File: src/hw/rtl/aau_pkg.sv
// Shared constants and types of the bounding-box accumulator.
`default_nettype none

package aau_pkg;

    localparam int CoordBitsDef = 32;
    localparam int FieldW       = 32;
    localparam int Lanes        = 3;

    localparam int InTdataW  = 2 * Lanes * FieldW;
    localparam int InTuserW  = 2;
    localparam int OutTdataW = (3 * Lanes + 1) * FieldW;
    localparam int OutTuserW = 1;

    localparam int QueueDepth = 2;

    localparam int ApbAddrW = 3;
    localparam int ApbDataW = 32;
    localparam int RegIdxW  = ApbAddrW - 2;

    localparam logic [RegIdxW-1:0] REG_SWAP_AXES = '0;

    typedef enum logic [1:0] {
        ACT_CLEAR  = 2'd0,
        ACT_SET    = 2'd1,
        ACT_VERTEX = 2'd2,
        ACT_UNION  = 2'd3
    } action_t;

endpackage

`default_nettype wire

File: src/hw/rtl/aau_front.sv
// Front end: unpacks an input item, applies the axis swap, classifies it.
`default_nettype none

module aau_front
    import aau_pkg::*;
#(
    parameter  int COORD_BITS = CoordBitsDef,
    localparam int ItemW      = 3 + 2 * Lanes * COORD_BITS
) (
    input  logic                swap_axes,
    input  logic [InTuserW-1:0] s_tuser,
    input  logic [InTdataW-1:0] s_tdata,
    output logic [ItemW-1:0]    item
);

    typedef logic signed [COORD_BITS-1:0] coord_t;

    typedef struct packed {
        action_t                action;
        logic                   op_empty;
        coord_t [Lanes-1:0]     a;
        coord_t [Lanes-1:0]     b;
    } item_t;

    coord_t [Lanes-1:0] raw_a;
    coord_t [Lanes-1:0] raw_b;
    item_t              item_c;

    // negation that saturates the least code to the greatest
    function automatic coord_t neg_sat(input coord_t v);
        if (v[COORD_BITS-1] && (v[COORD_BITS-2:0] == '0)) begin
            return ~v;
        end
        return -v;
    endfunction

    always_comb begin
        for (int i = 0; i < Lanes; i++) begin
            raw_a[i] = coord_t'(s_tdata[i*FieldW +: COORD_BITS]);
            raw_b[i] = coord_t'(s_tdata[(Lanes+i)*FieldW +: COORD_BITS]);
        end
        item_c.action   = action_t'(s_tuser);
        item_c.op_empty = (raw_a == raw_b);
        item_c.a        = raw_a;
        item_c.b        = raw_b;
        if (swap_axes) begin
            unique case (item_c.action)
                ACT_SET: begin
                    item_c.a[1] = raw_a[2];
                    item_c.a[2] = neg_sat(raw_b[1]);
                    item_c.b[1] = raw_b[2];
                    item_c.b[2] = neg_sat(raw_a[1]);
                end
                ACT_VERTEX: begin
                    item_c.a[1] = raw_a[2];
                    item_c.a[2] = neg_sat(raw_a[1]);
                end
                default: begin
                    // clear and union take no swap
                end
            endcase
        end
    end

    assign item = item_c;

endmodule

`default_nettype wire

File: config.mk
export PLATFORM = sky130hd
export DESIGN_NAME = aau_front
export DESIGN_NICKNAME = d
export VERILOG_FILES = /design/src/hw/rtl/aau_pkg.sv /design/src/hw/rtl/aau_front.sv
export SDC_FILE = /design/constraint.sdc
export NUM_CORES = 1
export LEC_CHECK = 0
export BUFFER_PORTS_ARGS = -buffer_cell sky130_fd_sc_hd__buf_2
export CAP_MARGIN = 20
export CORE_AREA = 4 4 148 150
export DETAILED_ROUTE_END_ITERATION = 7
export DIE_AREA = 0 0 152 154
export PLACE_DENSITY_LB_ADDON = 0.1
export SETUP_SLACK_MARGIN = 0.2
export SLEW_MARGIN = 20
export SYNTH_ARGS = -nofsm -noshare
export SYNTH_HDL_FRONTEND = slang
export SYNTH_SLANG_ARGS = --single-unit
export TNS_END_PERCENT = 1
File: constraint.sdc
create_clock -name vclk -period 4.9
set_clock_uncertainty 0.2 [all_clocks]
set_input_delay 0.735 -clock vclk [all_inputs]
set_output_delay 0.735 -clock vclk [all_outputs]
set_load 0.02 [all_outputs]
[After elaboration in Yosys (flattened, before gate mapping)]
Cells that the tools add are included.
Word-level totals
  register bits: 0
  bits of input ports: 195
Cells by class
  $add $sub $neg: 2
  equality and inequality tests: 3
  multiplexer cells: 17
  bitwise logic cells: 2
  reductions and logical operators: 4
Operators by type and width (number)
  64-bit 2-to-1 mux: 3
  32-bit 2-to-1 mux: 5
  64-bit case mux with 2 select lines: 1
  96-bit == test: 1
  32-bit negator: 2
  32-bit NOT: 2
  31-bit zero test: 2
  1-bit 2-to-1 mux: 8
  2-bit by 1-bit == test with 1-bit output, second input constant: 1
  2-bit == test, second input constant: 1
  1-bit logical AND: 2

[Longest topological paths before layout]
  depth after elaboration: 8
  depth in mapped cells: 9

[Least setup slack after synthesis]
No wires, ideal clock.
  kind: input port to output port
  start point: in s_tdata[35]
  end point: out item[66]
  arrival: 3051 ps
  required time: 3965 ps
  path slack: 914 ps
  stages on the path: 7
  buffers on the path: 2
  cells stage by stage: buf_2 > or4_1 > buf_2 > or4_4 > o31ai_2 > o21ai_0 > o21ai_0
Between the ends
  cells in the longest elaborated chain, start to end: 8
RTL lines
  from (decl): RTL line aau_front.sv:12  | input logic [InTdataW-1:0] s_tdata,
  31-bit zero test: RTL line aau_front.sv:31  | if (v[COORD_BITS-1] && (v[COORD_BITS-2:0] == '0)) begin
  1-bit logical AND: RTL line aau_front.sv:31
  1-bit 2-to-1 mux: RTL line aau_front.sv:31
  1-bit 2-to-1 mux: RTL line aau_front.sv:47  | unique case (item_c.action)
  1-bit 2-to-1 mux: RTL line aau_front.sv:46  | if (swap_axes) begin
  32-bit 2-to-1 mux: RTL line aau_front.sv:34  | return -v;
  64-bit 2-to-1 mux: RTL line aau_front.sv:47
  64-bit 2-to-1 mux: RTL line aau_front.sv:46
  to (decl): RTL line aau_front.sv:13  | output logic [ItemW-1:0] item
Every way passes these cells. The select of a mux whose other input is x is not followed.

[Worst setup path in the final report]
  start point: in s_tdata[38]
  end point: out item[189]
Between the ends
  cells in the longest elaborated chain, start to end: 8
RTL lines (RTL line)
  branches (longest 5 deep; another with 32-bit negator)
  32-bit 2-to-1 mux *: aau_front.sv:34
  64-bit case mux with 2 select lines *: aau_front.sv:47
  64-bit 2-to-1 mux *: aau_front.sv:46
Every way passes the cells marked *. The select of a mux whose other input is x is not followed.

==> metrics.yaml <==
die:
  fp.dieW_microns: 152
  die_area_sq_mm: 0.0234
  row_count: 53
  core_sq_mm: 0.0207
  io_pins: 390
  start_util_pct: 23.2
  die_y_microns: 154
placement:
  gp_congestion: 0.906
  dpl.hpwl_microns: 25300
  placed_cells: 1261
  portBuffers: 390
  place_ws_ns: 0.457
layout:
  final_cell_mix: "buf_2, xnor2_1, nand2_1"
  syn_to_final_growth_pct: 38.5
  ff_latch_area_sq_um: 0
  clock_buffer_count: 0
  antenna_cells: 0
  seq_cell_count: 0
  nets: 1187
  final_common_cell: "buf_2"
  drive_gt1_share_pct: 48.7
  fin_cells: 1261
detailed_routing:
  routed_wl_microns: 29700
  via_count: 6288
  wl_per_cell_microns: 23.6
  ant_nets: 0
  drtIter0Drc: 319
  drtPass1Iterations: 5
  routed_via_density: 4.99
  drc: 0
status:
  status: "finished, final reports clean"
timing:
  finalWorstSetupSlack_ns: 0.493
  tightest_slew_ns: 0.795
  tns_ns: 0
  slew_headroom_pct: 46.5
  min_period_ns: 4.41
  max_clock_freq_mhz: 227
  rsz0062_at_grt: "no"
  setup_viol_count_final: 0
  fin_crit_sh_pct: 89.9
  finalHoldViolCount: 0
  slew_violations: 0
worst_setup_path:
  arrival_ns: 3.47
  path_max_fanout: 10
  criticalPathCategory: "in2out"
  end_kind: "output port"
  start_kind: "input pin"
  required_ns: 3.96
power:
  p_leak_nw: 3.04
  vdd_drop_max_mv: 0.0420
  power.density_mw_per_mm2: 115
yosys:
  yosys.area.top_type_share_pct: 15.0
  ys.warnings.count: 0
  synth_fp_nets: 878
  ys_seq_area_share_pct: 0
  synth_area_sq_mm: 0.00479
  syn_inst: 679
  post_synth.cell_area_avg_sq_um: 7.06
  synth.area.top_cells: "xnor2_1, buf_4, mux2_2, xor2_1, a22o_1"
  synth_top_cell_by_area: "xnor2_1"
  synth.distinct_cells: 65
global_route:
  grt_first_pass_wirelength_microns: 42700
  antenna_found_initial: 1
  grt-ovfl-total: 0
  grt_pass1_vias: 6517
  grt_use_total_pct: 23.6
  grt_max_degree: 48
clock_tree:
  cts_setup_buffers: 0
  post_cts_resize_count: 0
  hold_buffers: 0
hold_path:
  hold_path_class: "in2out"
job:
  cap_violations: 0
-- per-stage QoR --
step	cell area (sq um)	utilization, %	power, mW	hold slack [ns]
after global placement	6640	32.1	0.768	1.51
after global routing	6640	32.1	0.816	1.52
after CTS	6640	32.1	0.770	1.52
final	6640	32.1	0.760	1.51
after detailed placement	6640	32.1	0.766	1.52
after floorplan	4790	-	0.443	1.38
-- Yosys cell counts (5+ instances only) --
| library cell | count |
|---|---|
| or3_1 | 11 |
| nand2b_1 | 8 |
| xnor2_1 | 82 |
| nand3b_1 | 5 |
| or4_1 | 7 |
| a22o_1 | 27 |
| nand2_1 | 60 |
| mux2_2 | 42 |
| o221ai_1 | 7 |
| nor4_1 | 21 |
| a32oi_1 | 5 |
| inv_1 | 10 |
| o21ai_1 | 6 |
| a21oi_1 | 11 |
| a221o_1 | 10 |
| xor2_1 | 52 |
| a22oi_1 | 5 |
| clkbuf_1 | 36 |
| nor3_1 | 20 |
| nor2_1 | 33 |
| buf_2 | 5 |
| o21ai_0 | 40 |
| buf_4 | 66 |
| nand4_1 | 26 |
| mux2i_1 | 6 |
| nand3_1 | 12 |
-- cell type report --
| type | instances | area [sq um] |
|---|---|---|
| inverters | 10 | 37.5 |
| multi-input cells | 559 | 4090 |
| well taps | 275 | 344 |
| fillers | 2377 | 14000 |
| repair buffers | 417 | 2170 |
-- logic make-up after synthesis --
group | count (synthesis) | synth area share [%]
and+or+nand+nor | 235 | 27.3
AOI/OAI and AO/OA | 137 | 20.8
xor gates and xnor gates | 134 | 24.5
buffers and inverters | 120 | 15.0
muxes | 49 | 11.4
adders and majority gates | 4 | 1.04
-- where the power goes --
group	switching, mW	total [mW]	internal (mW)
clock	0	0	0
combinational	0.480	0.760	0.280
sequential	0	0	0
total	0.480	0.760	0.280
-- critical path: stages --
cell and delay, ns:
buf_2 0.13, or4_1 0.75, nor3_1 0.51, nand3_1 0.29, nor3_2 0.35, mux2_4 0.33
a31oi_2 0.15, buf_2 0.23
-- per-layer routing --
metal,GRT usage [%],up-vias,routed length (microns)
met5,0,-,20
met1,29.5,2933,12400
met3,4.19,12,1980
met4,1.88,2,273
met2,43.9,289,15100
li1,-,3052,-
-- worst paths after layout --
check | cells past startpoint | startpoint | to
setup / recovery | 8 | s_tdata[38] | item[189]
hold / removal | 2 | s_tdata[26] | item[122]
Note: power is estimated with default switching activity, not from simulation.
