File: src/hw/rtl/aau_pkg.sv
// Shared constants and types of the bounding-box accumulator.
`default_nettype none

package aau_pkg;

    localparam int CoordBitsDef = 32;
    localparam int FieldW       = 32;
    localparam int Lanes        = 3;

    localparam int InTdataW  = 2 * Lanes * FieldW;
    localparam int InTuserW  = 2;
    localparam int OutTdataW = (3 * Lanes + 1) * FieldW;
    localparam int OutTuserW = 1;

    localparam int QueueDepth = 2;

    localparam int ApbAddrW = 3;
    localparam int ApbDataW = 32;
    localparam int RegIdxW  = ApbAddrW - 2;

    localparam logic [RegIdxW-1:0] REG_SWAP_AXES = '0;

    typedef enum logic [1:0] {
        ACT_CLEAR  = 2'd0,
        ACT_SET    = 2'd1,
        ACT_VERTEX = 2'd2,
        ACT_UNION  = 2'd3
    } action_t;

endpackage

`default_nettype wire

File: src/hw/rtl/aau_queue.sv
// Small first-word-fall-through queue between front end and back end.
`default_nettype none

module aau_queue
    import aau_pkg::*;
#(
    parameter int Width = 8,
    parameter int Depth = QueueDepth
) (
    input  logic             aclk,
    input  logic             aresetn,
    input  logic             push,
    input  logic [Width-1:0] wr_data,
    output logic             full,
    input  logic             pop,
    output logic [Width-1:0] rd_data,
    output logic             empty
);

    localparam int PtrW = (Depth > 1) ? $clog2(Depth) : 1;
    localparam int CntW = $clog2(Depth + 1);

    logic [Width-1:0] slot_reg [Depth];
    logic [PtrW-1:0]  wr_ptr_reg, wr_ptr_next;
    logic [PtrW-1:0]  rd_ptr_reg, rd_ptr_next;
    logic [CntW-1:0]  count_reg, count_next;

    function automatic logic [PtrW-1:0] ptr_inc(input logic [PtrW-1:0] p);
        if (p == PtrW'(Depth - 1)) begin
            return '0;
        end
        return p + 1'b1;
    endfunction

    always_comb begin
        wr_ptr_next = push ? ptr_inc(wr_ptr_reg) : wr_ptr_reg;
        rd_ptr_next = pop  ? ptr_inc(rd_ptr_reg) : rd_ptr_reg;
        count_next  = count_reg;
        if (push && !pop) begin
            count_next = count_reg + 1'b1;
        end else if (pop && !push) begin
            count_next = count_reg - 1'b1;
        end
    end

    always_ff @(posedge aclk) begin
        if (!aresetn) begin
            wr_ptr_reg <= '0;
            rd_ptr_reg <= '0;
            count_reg  <= '0;
        end else begin
            wr_ptr_reg <= wr_ptr_next;
            rd_ptr_reg <= rd_ptr_next;
            count_reg  <= count_next;
        end
    end

    always_ff @(posedge aclk) begin
        if (push) begin
            slot_reg[wr_ptr_reg] <= wr_data;
        end
    end

    assign rd_data = slot_reg[rd_ptr_reg];
    assign full    = (count_reg == CntW'(Depth));
    assign empty   = (count_reg == '0);

endmodule

`default_nettype wire

File: config.mk
export PLATFORM = sky130hd
export DESIGN_NAME = aau_queue
export DESIGN_NICKNAME = d
export VERILOG_FILES = /design/src/hw/rtl/aau_pkg.sv /design/src/hw/rtl/aau_queue.sv
export SDC_FILE = /design/constraint.sdc
export NUM_CORES = 1
export LEC_CHECK = 0
export BUFFER_PORTS_ARGS = -buffer_cell sky130_fd_sc_hd__buf_2
export CORE_MARGIN = 2
export CORE_UTILIZATION = 44
export DETAILED_ROUTE_END_ITERATION = 16
export PLACE_DENSITY = 0.7
export SLEW_MARGIN = 25
export SYNTH_ARGS = -nofsm -noshare
export SYNTH_HDL_FRONTEND = slang
export SYNTH_SLANG_ARGS = --single-unit
File: constraint.sdc
create_clock -name aclk -period 1.17 [get_ports aclk]
set_clock_uncertainty 0.15 [all_clocks]
set_input_delay 0.117 -clock aclk [delete_from_list [all_inputs] [get_ports aclk]]
set_output_delay 0.117 -clock aclk [all_outputs]
set_load 0.01 [all_outputs]
# Word level (Yosys, flattened, before mapping)
# Memory sizes are Yosys's and may differ from the RTL's. A register that Yosys moved wholly into a read port is not among the register bits.
# Index checks and enable logic that the tools add are counted.
word_totals:
  regBits: 4
  latchBits: 0
  ramBits: 16
  mem_bits_ro: 0
  inputBits: 12
  output_inout_bits: 10
  word_cells: 27
  mem_count: 1
mem_list:
  columns: ["name", "depth", "word_bits", "rd", "rd_clocked_by_memory_dff", "wr", "line", "source"]
  rows:
  - ["slot_reg", 2, 8, 1, 1, 1, "aau_queue.sv:23", "logic [Width-1:0] slot_reg [Depth];"]
classes:
  add_sub_neg: 4
  multipliers: 0
  div_mod_pow: 0
  n_lt_le_gt_ge: 0
  n_eq_ne: 1
  shifts: 0
  n_mux: 12
  bitwise: 0
  reduce_logical: 6
op_table:
  columns: ["op", "n"]
  rows:
  - ["1-bit two-way mux", 10]
  - ["2-bit two-way mux", 2]
  - ["1-bit adder (second input constant)", 2]
  - ["2-bit by 1-bit adder with 2-bit output (second input constant)", 1]
  - ["2-bit == test (second input constant)", 1]
  - ["1-bit logical AND", 2]
  - ["1-bit logical NOT", 2]
  - ["2-bit logical NOT", 1]
  - ["2-bit nonzero test", 1]
  - ["2-bit by 1-bit subtractor with 2-bit output (second input constant)", 1]

# Depth between registers and ports, before layout
depth:
  word_depth: 4
  mapped_depth: 5
  mapped_depth_nobuf: 5

# Least setup slack after synthesis
# Ideal clock, no wire load.
synth_timing:
  kind: "register to register"
  startpoint: "reg wr_ptr_reg"
  endpoint: "mem slot_reg[0][0], enable pin"
  setup_time_ns: 0.375
  arrival_time_ns: 0.730
  required_ns: 0.645
  setup_slack_ns: -0.084
  path_stages_with_launch: 2
  n_path_buf: 0
  period_less_slack_ns: 1.254
  cell_sequence: "dfxtp_1 > nor2b_1"
synth_lines:
  columns: ["element", "line", "source"]
  rows:
  - ["start, declared", "aau_queue.sv:24", "logic [PtrW-1:0] wr_ptr_reg, wr_ptr_next;"]
  - ["start signal, assigned", "aau_queue.sv:52", "wr_ptr_reg <= wr_ptr_next;"]
  - ["end, declared", "aau_queue.sv:23", null]
# No word-level cell before the write port.

==> metrics.md <==
| Metric | Value |
|---|---|
| Ratio of cells with drive above 1 in the final layout | `~53%` |
| Largest fanout of any net on the critical path | `8` |
| Number of antenna violations at the first check in global routing | `0` |
| Number of library cell types mapped by synthesis | `16` |
| Number of buffers on the longest clock path | `2` |
| Root Driver | `sky130_fd_sc_hd__clkbuf_4` |
| Clock-pin slew of the registers on the worst-case setup and hold paths | `0.10 ns` |
| Number of setup violations in the final report | `10` |
| First-pass GRT wire length | `2260 µm` |
| Largest net degree at the start of global routing | `13` |
| Routed wire length | `1300 µm` |
| Routed wire per std cell | `11.7 µm` |
| Static Leakage | `slightly above 0.5 nW` |
| Horizontal die dimension | `46.5 µm` |
| Cell Count, Final, Fillers Out | `roughly 110` |
| Number of buffers inserted during clock tree synthesis | `3` |
| Worst slew margin relative to its limit | `88.7%` |
| Post-route antenna net violation count | `0` |
| Drt pass-1 iters | `1` |
| Postcts setup bufs | `0` |
| Total standard cell area after synthesis | `~800 µm²` |
| Port bufs | `21` |
| Final RePlAce weighted congestion | `0.701` |
| Unrepaired setup endpoints after global routing | `yes` |
| Number of primary I/O pins | `22` |
| Kind of path behind the tightest hold check | `in -> reg` |
| Cell Rows | `15` |
| Via count of the first global-routing pass | `555` |
| Final critical-path required period | `1.47 ns` |
| Worst-case hold slack | `0.0960 ns` |
| Slowest stage cell on the critical path | `sky130_fd_sc_hd__dfxtp_2` |
| Net count of the mapped netlist | `60` |
| Number of instances on the worst hold path | `4` |
| Overall power of the completed layout | `0.00154 W` |
| Area added between synthesis and finish | `55.0%` |
| Category of the critical setup timing path | `reg -> out` |
| Flip-flop count of the largest register after layout | `16` |
| Number of instances in the synthesized netlist | `between 40 and 50` |
| Fmax | `682 MHz` |
| Highest-utilization routing layer at the global route stage | `met2` |
| Main area contributors after synthesis | `sky130_fd_sc_hd__edfxtp_1, sky130_fd_sc_hd__dfxtp_1, sky130_fd_sc_hd__mux2_2, sky130_fd_sc_hd__and2_1, sky130_fd_sc_hd__xor2_1` |
| Routed vias | `491` |
| Total power divided by cell area | `roughly 1300 nW/µm²` |
| Flip-flop and latch count after synthesis | `21` |
| Final cell utilization of the core | `72.1%` |
| Number of cells traversed by the worst register-to-register path | `3` |
| Required time reported for the critical path endpoint | `0.90 ns` |
| Run status | `finished, violations left` |
| IR drop worst, VDD | `0.000776 V` |
| Global routing met2 resource utilization | `26.7%` |
| Signal arrival time at the worst endpoint | `1.20 ns` |
| Post-detailed-placement cell area | `1010 µm²` |
| Height of the die | `46.5 µm` |
| Max-slew violation count | `0` |
| Part of the Yosys area used for sequential elements | `73.1%` |
| Post-synth EDFFs | `16` |
| Leading cell type by number of instances after synthesis | `sky130_fd_sc_hd__edfxtp_1` |
| Top cells by instance count after synthesis | `sky130_fd_sc_hd__edfxtp_1, sky130_fd_sc_hd__mux2_2, sky130_fd_sc_hd__dfxtp_1` |
| Hold wc startpoint | `pop` |
| Critical register-to-register path startpoint | `count_reg[0]$_SDFFE_PN0P_` |
| Full die area | `approximately 2200 µm²` |
| Max-cap viol count | `0` |
| Worst reg2reg path endpoint | `count_reg[1]$_SDFFE_PN0P_` |
| Met3 Track Usage GR | `under 10%` |
| Initial Util | `46.5%` |
| Number of inserted diodes | `0` |
| Area share of the leading cell type in the synthesized netlist | `60.5%` |
| Final Worst Setup Slack | `-0.297 ns` |
| Type of element launching the critical path | `flop` |
| Overflow left after global routing | `0` |
| Htree depth | `1` |
| Async set-or-reset flop fraction in the synthesized netlist | `0%` |
| Post-route design area | `approximately 1200 µm²` |
| Half-perimeter wire length of the detailed placement result | `between 800 and 900 µm` |
| Worst Max-Slew Pin Slew | `0.168 ns` |
| Library cell with the largest summed area after synthesis | `sky130_fd_sc_hd__edfxtp_1` |
| Floorplan Core Area | `1710 µm²` |
| R2R setup slack | `-0.01 ns` |
| Post-route fraction of the period consumed by the critical path | `125%` |
| Remaining DRCs | `0` |
| Clock tree from TritonCTS | `yes` |
| Count of nets after finishing | `100` |
| Sinks on the clock net | `21` |
| Overall fraction of global-route tracks in use | `15.6%` |
| Violations in the final reports | `negative setup slack` |
| Latest clock arrival within the worst-skew pair | `0.28 ns` |
| Vias per cell | `4.42` |
| Fill cell total of the finished layout | `120` |
| Setup crit end kind | `primary output` |
| Initial DRC Count | `0` |
| Ys flop type | `sky130_fd_sc_hd__edfxtp_1` |
| M1 GR Usage | `between 10% and 20%` |
| Hold Fails Final Rpt | `0` |
| Ordered list of cells on the worst path | `buf_12 > mux2_4 > buf_6` |
| Post-placement cell count | `98` |
| Critical Path Max Stage Delay | `approximately 0.35 ns` |
| Total of warnings raised by yosys | `0` |
| Mean area per synthesized cell | `16.9 µm²` |
-- power breakdown --
group | switching (W) | internal, W | total, W | leakage (nW)
sequential | 0.0000293 | 0.000857 | 0.000886 | 0.193
clock | 0.000196 | 0.000127 | 0.000323 | 0.0177
combinational | 0.000119 | 0.000216 | 0.000335 | 0.299
-- stage by stage --
step	TNS (ns)	setup WS, ns
3_5_place_dp	-0.260	-0.0823
6_report	-2.47	-0.297
5_1_grt	-3.00	-0.353
3_3_place_gp	-0.230	-0.0489
2_1_floorplan	0	0.0346
4_1_cts	-2.64	-0.320
-- cell usage in the layout, fill, tap and decap left out, types with 2 or more instances in the layout --
master	instances
sky130_fd_sc_hd__dlygate4sd3_1	9
sky130_fd_sc_hd__dfxtp_2	2
sky130_fd_sc_hd__clkbuf_4	3
sky130_fd_sc_hd__and2_1	4
sky130_fd_sc_hd__buf_2	12
sky130_fd_sc_hd__buf_4	3
sky130_fd_sc_hd__buf_12	3
sky130_fd_sc_hd__buf_6	9
sky130_fd_sc_hd__edfxtp_1	16
sky130_fd_sc_hd__mux2_4	8
sky130_fd_sc_hd__dfxtp_1	2
-- worst max-delay path by stage --
stage / from / endpoint / slack (ns)
after floorplan: pop / count_reg[1]$_SDFFE_PN0P_ / 0.03
after detailed placement: push / count_reg[1]$_SDFFE_PN0P_ / -0.08
after CTS: flop / rd_data[2] / -0.32
after global routing: flop / rd_data[7] / -0.35
after global placement: push / count_reg[1]$_SDFFE_PN0P_ / -0.05
final: flop / rd_data[7] / -0.30
-- metal layers --
metal / part of all wire, % / up-vias
met3: 2.8 / 2
li1: - / 250
met1: 44 / 230
met2: 51 / 9
met4: 1.5 / 0
met5: 0 / -
-- final cells by class --
cell class	instances	area, µm²	share of cell area (%)
clock buffers	3	22.5	1.83
clock inverters	1	5.00	0.407
inverters	1	3.75	0.305
multi-input cells	24	248	20.1
flip-flops and latches	21	587	47.7
well taps	25	31.3	2.54
repair buffers	36	334	27.1
-- worst max-delay path: cells and delay by family (launching register included) --
family,cells,cell delay (ns)
DFF,1,0.35
muxes,1,0.31
buffers and inverters,2,0.25
-- repair_timing --
item	4_1_cts	5_1_grt
hold buffers	9	0
pin swaps	1	3
endpoints found under the hold margin	21	0
gates resized for setup	19	4
endpoints found under the setup margin	11	11
-- logic make-up (layout without fill, tap and decap cells) --
| family | after synthesis | count (layout) | synth area share, % |
|---|---|---|---|
| XOR/XNOR | 3 | 3 | 3.31 |
| AND/OR/NAND/NOR | 9 | 9 | 7.09 |
| multiplexers | 8 | 8 | 11.3 |
| adder cells (fa/ha/maj) | 1 | 1 | 1.57 |
| flip-flops | 21 | 21 | 73.1 |
| AO/OA/AOI/OAI | 3 | 3 | 2.52 |
| buffers and inverters | 2 | 41 | 1.10 |
Power figures use the tool's default switching activity.
