<file path="src/hw/rtl/aau_pkg.sv">
// Shared constants and types of the bounding-box accumulator.
`default_nettype none

package aau_pkg;

    localparam int CoordBitsDef = 32;
    localparam int FieldW       = 32;
    localparam int Lanes        = 3;

    localparam int InTdataW  = 2 * Lanes * FieldW;
    localparam int InTuserW  = 2;
    localparam int OutTdataW = (3 * Lanes + 1) * FieldW;
    localparam int OutTuserW = 1;

    localparam int QueueDepth = 2;

    localparam int ApbAddrW = 3;
    localparam int ApbDataW = 32;
    localparam int RegIdxW  = ApbAddrW - 2;

    localparam logic [RegIdxW-1:0] REG_SWAP_AXES = '0;

    typedef enum logic [1:0] {
        ACT_CLEAR  = 2'd0,
        ACT_SET    = 2'd1,
        ACT_VERTEX = 2'd2,
        ACT_UNION  = 2'd3
    } action_t;

endpackage

`default_nettype wire

</file>
<file path="src/hw/rtl/aau_isqrt.sv">
// Bit-serial integer square root, one root bit per cycle.
`default_nettype none

module aau_isqrt
    import aau_pkg::*;
#(
    parameter  int RootW = CoordBitsDef,
    localparam int OpW   = 2 * RootW
) (
    input  logic             aclk,
    input  logic             aresetn,
    input  logic             start,
    input  logic [OpW-1:0]   operand,
    output logic             done,
    output logic [RootW-1:0] root
);

    localparam int CntW = $clog2(RootW + 1);

    logic             busy_reg, busy_next;
    logic [CntW-1:0]  cnt_reg, cnt_next;
    logic [OpW-1:0]   op_reg, op_next;
    logic [RootW:0]   rem_reg, rem_next;
    logic [RootW-1:0] root_reg, root_next;

    logic [RootW+2:0] rem_sh;
    logic [RootW+2:0] trial;
    logic [RootW+2:0] diff;

    always_comb begin
        rem_sh    = {rem_reg, op_reg[OpW-1 -: 2]};
        trial     = {1'b0, root_reg, 2'b01};
        diff      = rem_sh - trial;
        busy_next = busy_reg;
        cnt_next  = cnt_reg;
        op_next   = op_reg;
        rem_next  = rem_reg;
        root_next = root_reg;
        if (start) begin
            busy_next = 1'b1;
            cnt_next  = CntW'(RootW);
            op_next   = operand;
            rem_next  = '0;
            root_next = '0;
        end else if (busy_reg) begin
            op_next  = op_reg << 2;
            cnt_next = cnt_reg - 1'b1;
            if (rem_sh >= trial) begin
                rem_next  = diff[RootW:0];
                root_next = {root_reg[RootW-2:0], 1'b1};
            end else begin
                rem_next  = rem_sh[RootW:0];
                root_next = {root_reg[RootW-2:0], 1'b0};
            end
            if (cnt_reg == CntW'(1)) begin
                busy_next = 1'b0;
            end
        end
    end

    always_ff @(posedge aclk) begin
        if (!aresetn) begin
            busy_reg <= 1'b0;
            cnt_reg  <= '0;
        end else begin
            busy_reg <= busy_next;
            cnt_reg  <= cnt_next;
        end
    end

    always_ff @(posedge aclk) begin
        op_reg   <= op_next;
        rem_reg  <= rem_next;
        root_reg <= root_next;
    end

    // high during the last step; root is final on the following cycle
    assign done = busy_reg && (cnt_reg == CntW'(1));
    assign root = root_reg;

endmodule

`default_nettype wire

</file>
<file path="src/hw/rtl/aau_back.sv">
// Back end: box update, center, squared distance, root, result register.
`default_nettype none

module aau_back
    import aau_pkg::*;
#(
    parameter  int COORD_BITS = CoordBitsDef,
    localparam int ItemW      = 3 + 2 * Lanes * COORD_BITS
) (
    input  logic                 aclk,
    input  logic                 aresetn,
    input  logic                 q_empty,
    input  logic [ItemW-1:0]     q_data,
    output logic                 q_pop,
    output logic                 m_tvalid,
    input  logic                 m_tready,
    output logic [OutTdataW-1:0] m_tdata,
    output logic [OutTuserW-1:0] m_tuser
);

    localparam int SqW = 2 * COORD_BITS;

    typedef logic signed [COORD_BITS-1:0] coord_t;

    typedef struct packed {
        action_t                action;
        logic                   op_empty;
        coord_t [Lanes-1:0]     a;
        coord_t [Lanes-1:0]     b;
    } item_t;

    typedef enum logic [6:0] {
        ST_IDLE = 7'b0000001,
        ST_UPD  = 7'b0000010,
        ST_MID  = 7'b0000100,
        ST_MAG  = 7'b0001000,
        ST_SQ   = 7'b0010000,
        ST_ROOT = 7'b0100000,
        ST_DONE = 7'b1000000
    } state_t;

    localparam coord_t CoordMax = coord_t'({1'b0, {(COORD_BITS-1){1'b1}}});
    localparam coord_t CoordMin = ~CoordMax;

    state_t                        state_reg, state_next;
    item_t                         item_reg, item_next;
    coord_t [Lanes-1:0]            low_reg, low_next;
    coord_t [Lanes-1:0]            high_reg, high_next;
    logic                          changed_reg, changed_next;
    coord_t [Lanes-1:0]            mid_reg, mid_next;
    logic [Lanes-1:0][COORD_BITS-1:0] mag_reg, mag_next;
    logic [1:0]                    lane_reg, lane_next;
    logic [SqW-1:0]                prod_reg, prod_next;
    logic [SqW-1:0]                acc_reg, acc_next;
    logic                          root_start_reg, root_start_next;
    logic                          m_valid_reg, m_valid_next;
    logic [OutTdataW-1:0]          m_data_reg, m_data_next;
    logic [OutTuserW-1:0]          m_user_reg, m_user_next;

    logic                          cur_empty;
    logic [COORD_BITS-1:0]         mag_sel;
    logic [SqW-1:0]                sq_c;
    logic signed [COORD_BITS:0]    half_sum;
    logic signed [COORD_BITS:0]    delta;
    logic signed [COORD_BITS:0]    delta_neg;
    logic                          root_done;
    logic [COORD_BITS-1:0]         root_val;

    aau_isqrt #(
        .RootW (COORD_BITS)
    ) u_isqrt (
        .aclk    (aclk),
        .aresetn (aresetn),
        .start   (root_start_reg),
        .operand (acc_reg),
        .done    (root_done),
        .root    (root_val)
    );

    assign cur_empty = (low_reg == high_reg);

    always_comb begin
        unique case (lane_reg)
            2'd0:    mag_sel = mag_reg[0];
            2'd1:    mag_sel = mag_reg[1];
            2'd2:    mag_sel = mag_reg[2];
            default: mag_sel = '0;
        endcase
    end

    assign sq_c = mag_sel * mag_sel;

    always_comb begin
        state_next      = state_reg;
        item_next       = item_reg;
        low_next        = low_reg;
        high_next       = high_reg;
        changed_next    = changed_reg;
        mid_next        = mid_reg;
        mag_next        = mag_reg;
        lane_next       = lane_reg;
        prod_next       = prod_reg;
        acc_next        = acc_reg;
        root_start_next = 1'b0;
        m_valid_next    = m_valid_reg && !m_tready;
        m_data_next     = m_data_reg;
        m_user_next     = m_user_reg;
        q_pop           = 1'b0;
        half_sum        = '0;
        delta           = '0;
        delta_neg       = '0;

        unique case (state_reg)
            ST_IDLE: begin
                if (!q_empty) begin
                    q_pop      = 1'b1;
                    item_next  = item_t'(q_data);
                    state_next = ST_UPD;
                end
            end
            ST_UPD: begin
                changed_next = 1'b0;
                unique case (item_reg.action)
                    ACT_CLEAR: begin
                        low_next  = '0;
                        high_next = '0;
                    end
                    ACT_SET: begin
                        low_next  = item_reg.a;
                        high_next = item_reg.b;
                    end
                    ACT_VERTEX: begin
                        for (int i = 0; i < Lanes; i++) begin
                            if ($signed(item_reg.a[i]) < $signed(low_reg[i])) begin
                                low_next[i] = item_reg.a[i];
                            end
                            if ($signed(item_reg.a[i]) > $signed(high_reg[i])) begin
                                high_next[i] = item_reg.a[i];
                            end
                        end
                    end
                    ACT_UNION: begin
                        if (cur_empty) begin
                            // a zero-size box (min equal to max in every lane) is replaced outright
                            changed_next = 1'b1;
                            low_next     = item_reg.a;
                            high_next    = item_reg.b;
                        end else if (!item_reg.op_empty) begin
                            for (int i = 0; i < Lanes; i++) begin
                                if ($signed(item_reg.a[i]) < $signed(low_reg[i])) begin
                                    changed_next = 1'b1;
                                    low_next[i]  = item_reg.a[i];
                                end
                                if ($signed(item_reg.b[i]) > $signed(high_reg[i])) begin
                                    changed_next = 1'b1;
                                    high_next[i] = item_reg.b[i];
                                end
                            end
                        end
                    end
                    default: begin
                    end
                endcase
                state_next = ST_MID;
            end
            ST_MID: begin
                // floor of the half sum: arithmetic shift of the wide sum
                for (int i = 0; i < Lanes; i++) begin
                    half_sum    = {low_reg[i][COORD_BITS-1], low_reg[i]}
                                + {high_reg[i][COORD_BITS-1], high_reg[i]};
                    mid_next[i] = half_sum[COORD_BITS:1];
                end
                state_next = ST_MAG;
            end
            ST_MAG: begin
                for (int i = 0; i < Lanes; i++) begin
                    delta       = {high_reg[i][COORD_BITS-1], high_reg[i]}
                                - {mid_reg[i][COORD_BITS-1], mid_reg[i]};
                    delta_neg   = -delta;
                    mag_next[i] = delta[COORD_BITS] ? delta_neg[COORD_BITS-1:0]
                                                    : delta[COORD_BITS-1:0];
                end
                lane_next  = '0;
                state_next = ST_SQ;
            end
            ST_SQ: begin
                // one square per cycle, each accumulated in the cycle after it is formed
                prod_next = sq_c;
                acc_next  = (lane_reg == 2'd0) ? '0 : acc_reg + prod_reg;
                lane_next = lane_reg + 1'b1;
                if (lane_reg == 2'd3) begin
                    root_start_next = 1'b1;
                    state_next      = ST_ROOT;
                end
            end
            ST_ROOT: begin
                if (root_done) begin
                    state_next = ST_DONE;
                end
            end
            ST_DONE: begin
                if (!m_valid_reg || m_tready) begin
                    m_valid_next = 1'b1;
                    for (int i = 0; i < Lanes; i++) begin
                        m_data_next[i*FieldW +: FieldW] = FieldW'($signed(low_reg[i]));
                        m_data_next[(Lanes+i)*FieldW +: FieldW] =
                            FieldW'($signed(high_reg[i]));
                        m_data_next[(2*Lanes+i)*FieldW +: FieldW] =
                            FieldW'($signed(mid_reg[i]));
                    end
                    m_data_next[3*Lanes*FieldW +: FieldW] = FieldW'(root_val);
                    m_user_next = OutTuserW'(changed_reg);
                    state_next  = ST_IDLE;
                end
            end
            default: begin
                state_next = ST_IDLE;
            end
        endcase
    end

    always_ff @(posedge aclk) begin
        if (!aresetn) begin
            state_reg      <= ST_IDLE;
            low_reg        <= {Lanes{CoordMax}};
            high_reg       <= {Lanes{CoordMin}};
            changed_reg    <= 1'b0;
            lane_reg       <= '0;
            root_start_reg <= 1'b0;
            m_valid_reg    <= 1'b0;
        end else begin
            state_reg      <= state_next;
            low_reg        <= low_next;
            high_reg       <= high_next;
            changed_reg    <= changed_next;
            lane_reg       <= lane_next;
            root_start_reg <= root_start_next;
            m_valid_reg    <= m_valid_next;
        end
    end

    always_ff @(posedge aclk) begin
        item_reg   <= item_next;
        mid_reg    <= mid_next;
        mag_reg    <= mag_next;
        prod_reg   <= prod_next;
        acc_reg    <= acc_next;
        m_data_reg <= m_data_next;
        m_user_reg <= m_user_next;
    end

    assign m_tvalid = m_valid_reg;
    assign m_tdata  = m_data_reg;
    assign m_tuser  = m_user_reg;

endmodule

`default_nettype wire

</file>
<file path="config.mk">
export PLATFORM = sky130hd
export DESIGN_NAME = aau_back
export DESIGN_NICKNAME = d
export VERILOG_FILES = /design/src/hw/rtl/aau_pkg.sv /design/src/hw/rtl/aau_isqrt.sv /design/src/hw/rtl/aau_back.sv
export SDC_FILE = /design/constraint.sdc
export NUM_CORES = 2
export LEC_CHECK = 0
export BUFFER_PORTS_ARGS = -buffer_cell sky130_fd_sc_hd__buf_2
export CAP_MARGIN = 20
export CORE_MARGIN = 2
export CORE_UTILIZATION = 41
export DETAILED_ROUTE_END_ITERATION = 16
export PLACE_DENSITY = 0.71
export SYNTH_ARGS = -nofsm -noshare
export SYNTH_HDL_FRONTEND = slang
export SYNTH_SLANG_ARGS = --single-unit
</file>
<file path="constraint.sdc">
create_clock -name aclk -period 16.1 [get_ports aclk]
set_input_delay 0 -clock aclk [delete_from_list [all_inputs] [get_ports aclk]]
set_output_delay 0 -clock aclk [all_outputs]
set_load 0.05 [all_outputs]
</file>
* Word-level counts from Yosys, hierarchy flattened *
Index checks and enable logic that the tools add are counted.

cells by class
  $mul = 1
  bitwise operators = 2
  reductions and logical operators = 18
  order comparisons = 10
  eq/ne operators = 26
  multiplexer cells = 48
  $add $sub $neg = 13

operator list
  kind                                           count
  case mux 96 bit (4 select lines)               2
  2-to-1 mux 32 bit                              12
  2-to-1 mux 96 bit                              4
  > comparator 32 bit                            6
  2-to-1 mux 64 bit                              2
  adder 32 x 32 -> 33 bit                        3
  subtractor 32 x 32 -> 33 bit                   3
  == test 96 bit                                 1
  less-than comparator 32 bit                    3
  negation 32 bit                                3
  case mux 32 bit (3 select lines)               1
  adder 64 bit                                   1
  multiplier 32 x 32 -> 64 bit                   1
  case mux 7 bit (7 select lines)                1
  >= comparator 35 x 34 -> 1 bit                 1
  2-to-1 mux 33 bit                              1
  subtractor 33 bit                              1
  2-to-1 mux 7 bit                               4
  2-to-1 mux 1 bit                               18
  AND reduction 4 bit                            4
  inequality test 2 bit (second input constant)  7
  2-to-1 mux 6 bit                               2
  inequality test 3 bit (second input constant)  4
  == test 2 bit (second input constant)          4
  other kinds (20)                               29

storage, ports and cells
  input bits = 199
  output and inout bits = 323
  register bits after elaboration = 1176
  word-level logic and storage cells = 153

* Longest topological paths before layout *
  word-level depth = 10
  gate-level depth with buffers = 39
  depth with buffers taken out = 36

* By module *
Synthesis repeated with hierarchy kept, for this count alone.

second synthesis, totals
  cell total of the unflattened synthesis = 9057
  area total of the unflattened synthesis = 93423.4 um^2

by module, submodules not included
  module     cells each  instances  seq. area each (um^2)  area an instance (um^2)
  aau_back   8314        1          29158.0                85782.3
  aau_isqrt  743         1          3363.2                 7641.1

* Worst setup path after synthesis *
OpenSTA, ideal clock, no wires.

  path kind = register to register
  start point = register state_reg[3]
  end point = register m_data_reg[0], in the netlist m_tdata[0] (enable)
  data required time = 15.056 ns
  buffers on the path = 1
  arrival = 15.133 ns
  setup time = 1.044 ns
  stages on the path, launching flop included = 6
  clock period less this slack = 16.177 ns
  slack = -0.077 ns
  cells stage by stage = dfxtp_1 > clkbuf_1 > nor3_1 > nor3b_1 > nand3b_1 > nor2b_1

on the way
  cells in the longest elaborated chain, start to end = 2

ends and longest elaborated chain
  element                               line             text
  start: declaration                    aau_back.sv:45   state_t state_reg, state_next;
  start signal: assignment              aau_back.sv:232  state_reg <= state_next;
  == test 7 bit                         aau_back.sv:113  unique case (state_reg)
  AND reduction 2 bit (no source line)  n/a
  end signal: assignment                aau_back.sv:248  m_data_reg <= m_data_next;
  end: declaration                      aau_back.sv:57   logic [OutTdataW-1:0] m_data_reg, m_data_next;

Every way passes these cells.
A chain may end at the register's enable or synchronous reset.

* Worst setup path in the final report *
  start point = register lane_reg[1]
  end point = register prod_reg[63] (data pin)

on the way
  cells in the longest elaborated chain, start to end = 3
  elaborated cells on any way between the ends = 5
  those cells by class = mul: 1; eq/ne: 2; mux: 1; reduce/logical: 1

ends and longest elaborated chain
  element                                line             text
  start: declaration                     aau_back.sv:52   logic [1:0] lane_reg, lane_next;
  start signal: assignment               aau_back.sv:236  lane_reg <= lane_next;
  == test 2 bit (tied with other cells)  aau_back.sv:83   unique case (lane_reg)
  case mux 32 bit (3 select lines) (*)   aau_back.sv:83
  multiplier 32 x 32 -> 64 bit (*)       aau_back.sv:91   assign sq_c = mag_sel * mag_sel;
  net sq_c[63]                           aau_back.sv:62   logic [SqW-1:0] sq_c;
  end signal: assignment                 aau_back.sv:246  prod_reg <= prod_next;
  end: declaration                       aau_back.sv:53   logic [SqW-1:0] prod_reg, prod_next;

The timed path passes the listed nets; every way through them passes the cells marked *.

==> impl_results.md <==
- Result of the run: completed
- Distinct cells, synth: 96
- CP max FO: 32
- Source of the worst hold timing path: aresetn
- Die height: 479 um
- Average cell area after synthesis: 10.3 um2
- Clk pin slew, worst setup/hold paths: 60 ps
- Hold crit path type: in -> reg
- Flip-flop and latch count after synthesis: 1175
- Number of antenna violations at the first check in global routing: 12
- Ratio of cells with drive above 1 in the final layout: 9.68%
- Floorplan die area: 230000 um2
- Insertion delay of the later-clocked pin in the worst-skew pair: 820 ps
- HPWL reported at the end of detailed placement: 240000 um
- Wire length of the first global-routing pass: 463000 um
- Prevailing post-synth register cell: sky130_fd_sc_hd__edfxtp_1
- Terminus of the critical flop-to-flop path: prod_reg[63]
- Pins over their slew limit: 0
- Worst hold path cell count: 4
- Final Non-Filler Cells: 13000
- Utilization of the core after routing: 47.7%
- FP Rows: 174
- Number of synthesized flops with an enable pin: 899
- Global router's overall resource usage: 26.7%
- Clock skew after layout: 58.3 ps
- Depth of the worst register-to-register path: 36
- X dimension of the die: 479 um
- Final number of hold-violating endpoints: 0
- Residual DRC: 0
- Filler cell count in the final layout: 20300
- H-Tree Level Count: 4
- Via count of the first global-routing pass: 73900
- Nets in the synthesized netlist: 10900
- Largest net degree at the start of global routing: 138
- Max Root-Sink Buffers: 3
- Category of the critical setup timing path: reg -> reg
- Overall power after layout: 12.6 mW
- Post-synthesis instance area: 92600 um2
- Max IR drop VDD: 0.139 mV
- Cell Count Post-Placement: 12300
- Warnings, synthesis: 0
- Number of hold buffers added after CTS: 396
- Final antenna-violating net count: 0
- Number of buffers inserted during clock tree synthesis: 132
- Count of cells resized by post-cts repair: 0
- Period utilization: 71.3%
- Summed negative setup slack over all endpoints: 0 ps
- Mean routed wirelength per cell: 23.9 um
- Required arrival time at the worst endpoint: 16630 ps
- FMAX: 87.1 MHz
- Number of I/O pins: 522
- Average via count per standard cell: 5.58
- Post-layout minimum cycle time: 11480 ps
- Instance count of the mapped netlist: 9013
- Core box area: 225000 um2
- Sequential element share of the synthesized area: 35.1%
- DR pass1 iterations: 9
- Slowest cell on the critical path: sky130_fd_sc_hd__clkinv_1
- Setup slack of the critical path after layout: 4620 ps
- Start point of the critical path: lane_reg[1]
- Worst slack at placement: 4880 ps
- Initial cell density of the core: 41.2%
- Count of max-cap constraint violations: 0
- Relative slew margins: 19.7%
- Launching point of the worst reg2reg path: lane_reg[1]
- Clock tree from TritonCTS: done
- Arrival time of data at the critical path endpoint: 12010 ps
- P per Cell Area: 117 nW/um2
- Net count reported at finish: 11700
- Total setup violations reported at the end of the flow: 0
- Number of DRC violations after detailed-routing iteration 0: 7183
- Async set or reset register ratio after synthesis: 0%
- CP startpoint kind: register
- Final design area excluding fillers: 107000 um2
- Slew @ Worst Pin: 1200 ps
- Setup repair after global routing missed its margin: no
- Stage delay of the slowest cell on the critical path: 890 ps
- Static Leak: 47.6 nW
- Area added between synthesis and finish: 15.7%
- Detailed-route via count: 72400
- Worst hold slack: 265 ps
- Post-Place Cell Area: 98700 um2
- Category of cells accounting for the largest share of critical-path delay: adder cells
- Setup Fix Bufs, Post-CTS: 0
- Gpl congestion: 1.00
- Wire length reported by the detailed router: 310000 um
- Library cell used as clock root buffer: sky130_fd_sc_hd__clkbuf_16
- Flip-flop count of the largest register, all copies and words added: 320
- Worst min-delay path endpoint: u_isqrt.cnt_reg[5]
- Residual overflow from global routing: 0
- Worst setup EP type: register
- Worst setup slack for register-to-register paths: 4620 ps
- Critical path buffers and inverters: 11
- Port bufs: 521
- Number of sinks on the clock net: 1175
[how the worst max path moves through the flow]
stage,slack [ps],endpoint,cells after the start
finish,4620,prod_reg[63],36
global route,4100,prod_reg[63],36
CTS,4810,prod_reg[63],36
detailed placement,4880,prod_reg[63],36
global placement,4260,prod_reg[63],32
floorplan,4630,state_reg[1],5
[where the power goes]
part	switching, mW	leakage, nW	total (mW)	internal [mW]
logic	3.08	35.1	5.22	2.13
clock network	1.35	2.15	3.16	1.81
registers	0.373	10.3	4.20	3.82
[cells by family (layout without fill, tap and decap cells)]
logic type                 Yosys count  count (layout)  synth area share (%)
and+or+nand+nor                   2037            2037                  9.97
AOI/OAI and AO/OA                 1873            1873                  13.6
buffers and inverters             1730            2684                  7.02
adders and majority gates         1669            1669                  29.0
DFF                               1175            1175                  35.1
xor gates and xnor gates           409             409                  3.87
muxes                              120             120                  1.39
other                                0              14                     0
[cell usage in the layout, fill, tap and decap left out, drive strengths merged, types with 54 or more instances in the layout]
cell,count
clkbuf,164
a211oi,124
a22oi,62
nor2,792
a31oi,54
o21a,71
nor2b,74
xor2,143
ha,871
nand2,582
nand4,82
fa,798
a221o,98
a21oi,502
buf,613
edfxtp,899
a21o,240
and2,61
xnor2,266
dfxtp,276
o21bai,57
mux2,72
inv,1447
o21ai,343
dlygate4sd3,396
nand3,90
nand2b,70
nor3,82
[worst reg2reg max path, delay by kind of cell (launching register included)]
| kind | cells | cell delay, ps |
|---|---|---|
| adder cells (fa/ha/maj) | 10 | 4500 |
| AO/OA/AOI/OAI | 11 | 3360 |
| buffers and inverters | 11 | 1910 |
| AND/OR/NAND/NOR | 3 | 1010 |
| flip-flops | 1 | 370 |
| XOR/XNOR | 1 | 70 |
[layer usage]
metal / up-vias / global-route usage, % / wire length (um) / part of all wire [%]
met3: 585 / 4.55 / 23200 / 7.5
met5: - / 0 / 41 / 0.013
met4: 6 / 11.9 / 15200 / 4.9
li1: 32700 / - / - / -
met1: 36000 / 34.2 / 125000 / 40
met2: 3202 / 44.2 / 146000 / 47
[synth_stat cells, types with 123 or more instances]
master	count	area share, %
sky130_fd_sc_hd__inv_1	1433	5.8
sky130_fd_sc_hd__edfxtp_1	899	29
sky130_fd_sc_hd__ha_1	871	12
sky130_fd_sc_hd__fa_1	798	17
sky130_fd_sc_hd__nor2_1	791	3.2
sky130_fd_sc_hd__nand2_1	582	2.4
sky130_fd_sc_hd__a21oi_1	501	2.7
sky130_fd_sc_hd__o21ai_0	339	1.8
sky130_fd_sc_hd__dfxtp_1	276	6.0
sky130_fd_sc_hd__clkbuf_1	272	1.1
sky130_fd_sc_hd__xnor2_1	266	2.5
sky130_fd_sc_hd__a21o_1	240	1.9
sky130_fd_sc_hd__xor2_1	143	1.4
sky130_fd_sc_hd__a211oi_1	123	1.0
[area by class of cell]
class / instances / area (um2) / share of cell area [%]
inverter: 1438 / 5410 / 5.05
timing repair buffer: 1009 / 7280 / 6.80
clock inverter: 73 / 945 / 0.882
multi-input combinational: 6108 / 53700 / 50.1
antenna: 14 / 35.0 / 0.0327
tap: 2992 / 3740 / 3.49
sequential: 1175 / 32500 / 30.4
clock buffer: 164 / 3500 / 3.26
Power figures use the tool's default switching activity.
